<file path="src/sv/sfla_pkg.sv">
// Shared constants for the sorted free-list handle allocator.
// Command, status and register codes, field widths and parameter defaults.
// No dependencies.
package sfla_pkg;

    // Parameter defaults
    localparam int DEF_SLOT_DEPTH  = 1024;
    localparam int DEF_HANDLE_BITS = 32;

    // Fixed field widths
    localparam int CMD_W      = 2;
    localparam int STAT_W     = 2;
    localparam int COUNT_W    = 11;
    localparam int RANGE_W    = 11;
    localparam int CFG_ADDR_W = 4;
    localparam int CFG_DATA_W = 32;

    // Commands (s_tuser)
    localparam logic [CMD_W-1:0] CMD_ALLOC = 2'd0;
    localparam logic [CMD_W-1:0] CMD_FREE  = 2'd1;
    localparam logic [CMD_W-1:0] CMD_INIT  = 2'd2;
    localparam logic [CMD_W-1:0] CMD_NOP   = 2'd3;

    // Result status (m_tuser)
    localparam logic [STAT_W-1:0] STAT_OK      = 2'd0;
    localparam logic [STAT_W-1:0] STAT_NO_FREE = 2'd1;
    localparam logic [STAT_W-1:0] STAT_INVALID = 2'd2;

    // Register indexes (paddr[3:2])
    localparam logic [1:0] REG_BASE     = 2'd0;
    localparam logic [1:0] REG_RANGE    = 2'd1;
    localparam logic [1:0] REG_ALL_USED = 2'd2;

    // Register reset values
    localparam logic [CFG_DATA_W-1:0] RESET_BASE  = 32'd1;
    localparam logic [RANGE_W-1:0]    RESET_RANGE = 11'd1024;

endpackage

</file>
<file path="src/sv/sfla_cfg.sv">
// Configuration registers of the handle allocator, APB write and read.
// Also derives the number of managed slots (range clipped to the depth).
// Depends on sfla_pkg.
module sfla_cfg #(
    parameter int SLOT_DEPTH = sfla_pkg::DEF_SLOT_DEPTH,
    parameter int IW         = $clog2(SLOT_DEPTH + 1)
) (
    input  logic                              clk,
    input  logic                              rst_n,
    input  logic                              psel,
    input  logic                              penable,
    input  logic                              pwrite,
    input  logic [sfla_pkg::CFG_ADDR_W-1:0]   paddr,
    input  logic [sfla_pkg::CFG_DATA_W-1:0]   pwdata,
    output logic [sfla_pkg::CFG_DATA_W-1:0]   prdata,
    output logic                              pready,
    output logic [sfla_pkg::CFG_DATA_W-1:0]   base_handle,
    output logic [IW-1:0]                     managed,
    output logic                              start_all_used
);

    logic [sfla_pkg::CFG_DATA_W-1:0] base_reg;
    logic [sfla_pkg::RANGE_W-1:0]    range_reg;
    logic                            all_used_reg;
    logic                            wr_en;
    logic [1:0]                      reg_idx;

    assign pready  = 1'b1;
    assign wr_en   = psel && penable && pwrite && pready;
    assign reg_idx = paddr[3:2];

    always_ff @(posedge clk or negedge rst_n)
    begin
        if (!rst_n)
        begin
            base_reg     <= sfla_pkg::RESET_BASE;
            range_reg    <= sfla_pkg::RESET_RANGE;
            all_used_reg <= 1'b0;
        end
        else if (wr_en)
        begin
            unique case (reg_idx)
                sfla_pkg::REG_BASE:     base_reg     <= pwdata;
                sfla_pkg::REG_RANGE:    range_reg    <= pwdata[sfla_pkg::RANGE_W-1:0];
                sfla_pkg::REG_ALL_USED: all_used_reg <= pwdata[0];
                default: ;
            endcase
        end
    end

    always_comb
    begin
        unique case (reg_idx)
            sfla_pkg::REG_BASE:     prdata = base_reg;
            sfla_pkg::REG_RANGE:    prdata = 32'(range_reg);
            sfla_pkg::REG_ALL_USED: prdata = 32'(all_used_reg);
            default:                prdata = '0;
        endcase
    end

    // range saturates at the depth
    assign managed = (32'(range_reg) > 32'(SLOT_DEPTH)) ? IW'(SLOT_DEPTH) : IW'(range_reg);
    assign base_handle    = base_reg;
    assign start_all_used = all_used_reg;

endmodule

</file>
<file path="config.mk">
export PLATFORM = sky130hd
export DESIGN_NAME = sfla_cfg
export DESIGN_NICKNAME = d
export VERILOG_FILES = /design/src/sv/sfla_pkg.sv /design/src/sv/sfla_cfg.sv
export SDC_FILE = /design/constraint.sdc
export NUM_CORES = 1
export LEC_CHECK = 0
export BUFFER_PORTS_ARGS = -buffer_cell sky130_fd_sc_hd__clkbuf_2
export CAP_MARGIN = 10
export CORE_ASPECT_RATIO = 2
export CORE_MARGIN = 3
export CORE_UTILIZATION = 47
export CTS_CLUSTER_DIAMETER = 120
export DETAILED_ROUTE_END_ITERATION = 6
export PLACE_DENSITY = 0.95
export SYNTH_ARGS = -nofsm -noshare
export SYNTH_HDL_FRONTEND = slang
export SYNTH_SLANG_ARGS = --single-unit
</file>
<file path="constraint.sdc">
create_clock -name clk -period 2.1 [get_ports clk]
set_input_delay 0.315 -clock clk [delete_from_list [all_inputs] [get_ports clk]]
set_output_delay 0.315 -clock clk [all_outputs]
set_load 0.01 [all_outputs]
</file>
# --- Yosys cells after proc, flatten, opt, wreduce, memory -nomap -nowiden ---
# Cells that the tools add are included.
op_classes:
  mux: 2
  bitwise_logic: 0
  n_addsub: 0
  n_shift: 0
  n_div: 0
  n_mul: 0
  order_cmp: 1
  n_reduce_logical: 6
  n_eq_ne: 2
ops:
  columns: ["op", "count"]
  rows:
  - ["32-bit case mux with 3 select lines", 1]
  - ["11-bit greater-than comparator (second input constant)", 1]
  - ["11-bit 2-to-1 mux", 1]
  - ["2-bit AND reduction", 3]
  - ["2-bit by 1-bit equality test with 1-bit output (second input constant)", 1]
  - ["2-bit equality test (second input constant)", 1]
  - ["1-bit logical AND", 2]
  - ["2-bit zero test", 1]
totals:
  n_memories: 0
  latchBits: 0
  ff_bits: 44
  mem_bits_rw: 0
  rom_bits: 0
  in_bits: 41
  elab_cells: 14

# --- Longest topological paths before layout ---
depth:
  word_depth: 3
  ltp_mapped: 4
  ltp_nobuf: 3

# --- Least setup slack after synthesis ---
# OpenSTA, ideal clock, no wires.
synth_path:
  path_type: "reg2out"
  start: "reg range_reg[10] (netlist name)"
  end: "out prdata[10] (netlist name)"
  n_path_buf: 1
  path_stages_with_launch: 4
  path_slack_ns: 0.715
  arrival_time_ns: 1.070
  path_cell_list: "dfstp_2 clkbuf_1 mux2i_1 nor2_1"
synth_via:
  elab_chain_len: 1
synth_rtl:
  columns: ["element", "line", "rtl"]
  rows:
  - ["start, declared", "sfla_cfg.sv:23", "logic [sfla_pkg::RANGE_W-1:0] range_reg;"]
  - ["start signal, assigned", "sfla_cfg.sv:37", "range_reg <= sfla_pkg::RESET_RANGE;"]
  - ["start signal, assigned", "sfla_cfg.sv:44", "sfla_pkg::REG_RANGE: range_reg <= pwdata[sfla_pkg::RANGE_W-1:0];"]
  - ["32-bit case mux with 3 select lines", "sfla_cfg.sv:53", "unique case (reg_idx)"]
  - ["end, declared", "sfla_cfg.sv:15", "output logic [sfla_pkg::CFG_DATA_W-1:0] prdata,"]
# No other way between the ends.

# --- Worst setup path after layout ---
# Ends and elaborated chain as after synthesis.

==> metrics.log <==
[metrics] result of the run: complete, no violations
[metrics] final-report setup violation count: 0
[metrics] count of different cell masters after synthesis: 19
[metrics] synthesized instance count: 160
[metrics] post-route cell area: 2790 sq um
[metrics] worst ir drop on vdd: 0.000731 V
[metrics] total global routing track utilization: 19.3%
[metrics] Residual DRC: 0
[metrics] register clock-pin slew on the reported worst setup and hold paths: 0.07 ns
[metrics] share of the clock period used by the worst path: 76.7%
[metrics] RSZ-0062 raised after global routing: no
[metrics] Least-Margin Pin Slew: 0.586 ns
[metrics] final total negative setup slack: 0 ns
[metrics] Yosys warning count: 0
[metrics] Worst EP arrival: 1.29 ns
[metrics] wire length of the first global-routing pass: 7.67 mm
[metrics] WL per Instance: 15.0 um
[metrics] initial standard-cell utilization of the core: 49.9%
[metrics] number of ports placed on the die boundary: 118
[metrics] number of rows in the core area: 33
[metrics] number of sinks driven by the clock tree: 44
[metrics] hpwl dp: 3.97 mm
[metrics] endpoint required time on the critical path: 1.78 ns
[metrics] area of the die: 5310 sq um
[metrics] area of the core: 4170 sq um
[metrics] minimum clock period after layout: 1.61 ns
[metrics] buffers inserted by post-CTS timing repair: 0
[metrics] total power divided by cell area: 901 nW/um^2
[metrics] Max Freq: 621 MHz
[metrics] via/cell ratio: 4.95
[metrics] maximum level of the CTS H-tree: 2
[metrics] number of antenna diodes: 0
[metrics] synthesized area divided by synthesized cell count: 13.0 sq um
[metrics] final wirelength: 4.93 mm
[metrics] placed cell areas: 2700 sq um
[metrics] number of antenna violations at the first check in global routing: 0
[metrics] total power: 2.52 mW
[metrics] grt peak-use layer: met2
[metrics] worst max-slew margin expressed relative to the limit: 61.0%
[metrics] die width: 53.1 um
[metrics] max reg flops: 32
[metrics] DRC violation total after the first TritonRoute iteration: 12
[metrics] max-cap check violation count: 0
[metrics] nature of the critical path endpoint: primary output
[metrics] max-slew violation count: 0
[metrics] global routing met2 resource utilization: 37.7%
[metrics] synthesis-to-layout area growth: 34.1%
[metrics] met3 layer usage reported by global route: 3.71%
[metrics] post-synthesis net count: 201
[metrics] portion of the post-synthesis area used by sequential elements: 53.0%
[metrics] worst-case clock skew: 0 ns
[metrics] worst reg2reg path depth: 1
[metrics] port bufs: 114
[metrics] kind of critical path: reg -> out
[metrics] weighted congestion reported at the end of routability-driven placement: 0.773
[metrics] number of storage elements in the synthesis netlist: 44
[metrics] die height: 100 um
[metrics] largest net degree at the start of global routing: 24
[metrics] Longest Clk Path Bufs: 2
[metrics] drt first pass iters: 4
[metrics] category of the worst setup path launch point: flop
[metrics] TritonCTS clock tree: built
[metrics] Leak Pwr: 1.48 nW
[metrics] total clock buffers created by CTS: 5
[metrics] Post-layout nets: 317
[metrics] via count of the first global-routing pass: 1666
[metrics] worst-skew pair later-pin latency: 0.28 ns
[metrics] hold buffer count at CTS: 0
[metrics] commonest cells after routing, fill and taps aside: sky130_fd_sc_hd__clkbuf_2, sky130_fd_sc_hd__mux2_2, sky130_fd_sc_hd__dfrtp_1, sky130_fd_sc_hd__and2_1
[metrics] ANT nets after route: 0
[metrics] Syn Std Cell Area: 2080 sq um
[metrics] number of gates resized after cts: 0
[metrics] worst hold slack: 0.0227 ns
[metrics] Hold Violations, Final: 0
[metrics] proportion of layout cells with a drive suffix above 1: 62.5%
[metrics] maximum fanout along the worst path: 13
[metrics] class of the most critical hold timing path: in -> async
[metrics] CTS root buffer: sky130_fd_sc_hd__clkbuf_8
[metrics] fraction of met1 tracks used by global routing: 18.6%
[metrics] register-to-register setup slack: 1.16 ns
[metrics] sum of overflow across all layers after global routing: 0
[metrics] most common cell after layout, fill and taps aside: sky130_fd_sc_hd__clkbuf_2
[metrics] number of vias in the routed layout: 1627
[cells by family after synthesis]
logic type | Yosys count | synth area share, %
mux | 55 | 29.1
simple gates | 47 | 13.6
flops | 44 | 53.0
buf+inv | 12 | 3.85
compound gates | 1 | 0.240
other cells | 1 | 0.180
[through the flow]
stage / instances / util [%] / worst slack (ns)
final: 329 / 67.0 / 0.490
after global routing: 329 / 67.0 / 0.402
after CTS: 329 / 67.0 / 0.479
after detailed placement: 321 / 64.8 / 0.394
after global placement: 321 / 64.8 / 0.433
after floorplan: 160 / - / 0.715
[synthesized netlist by cell type (all sizes together)]
cell / n / area (sq um)
and2: 21 / 131
buf: 7 / 61.3
clkbuf: 5 / 18.8
conb: 1 / 3.75
dfrtp: 42 / 1050
dfstp: 2 / 52.6
mux2: 44 / 495
mux2i: 11 / 110
nand3: 1 / 5.00
nand3b: 1 / 7.51
nor2: 11 / 41.3
nor2b: 10 / 62.6
nor3: 1 / 16.3
nor3b: 2 / 20.0
o21ai: 1 / 5.00
[final timing paths]
path	from	endpoint
setup / recovery	range_reg[10]	prdata[10]
hold / removal	rst_n	range_reg[1]
setup reg to reg	range_reg[10]	range_reg[10]
hold reg to reg	base_handle[5]	base_handle[5]
max in group asynchronous	rst_n	base_handle[0]
min in group clk	pwdata[30]	base_handle[30]
[per-layer routing]
| layer | wire [um] | share of wire [%] | vias up |
|---|---|---|---|
| li1 | - | - | 766 |
| met4 | 101 | 2.1 | 0 |
| met1 | 1640 | 33 | 769 |
| met5 | 0 | 0 | - |
| met2 | 2840 | 58 | 83 |
| met3 | 338 | 6.9 | 9 |
[power by group]
group          switching (mW)  internal (mW)  leakage (nW)
Sequential              0.153           1.05         0.536
Combinational           0.378          0.412         0.894
Clock                   0.252          0.268        0.0455
Total                   0.783           1.73          1.48
[critical path, cell delays in order, from the launching register on]
cell	delay (ns)
sky130_fd_sc_hd__dfstp_2	0.68
sky130_fd_sc_hd__mux2i_1	0.11
sky130_fd_sc_hd__nor2_1	0.09
sky130_fd_sc_hd__clkbuf_2	0.13
[layout make-up]
cell class	count	area (sq um)
Fill cell	351	1380
Multi-Input combinational cell	104	898
Tap cell	52	65.1
Clock buffer	8	90.1
Timing Repair Buffer	121	636
Sequential cell	44	1100
Note: power is estimated with default switching activity, not from simulation.
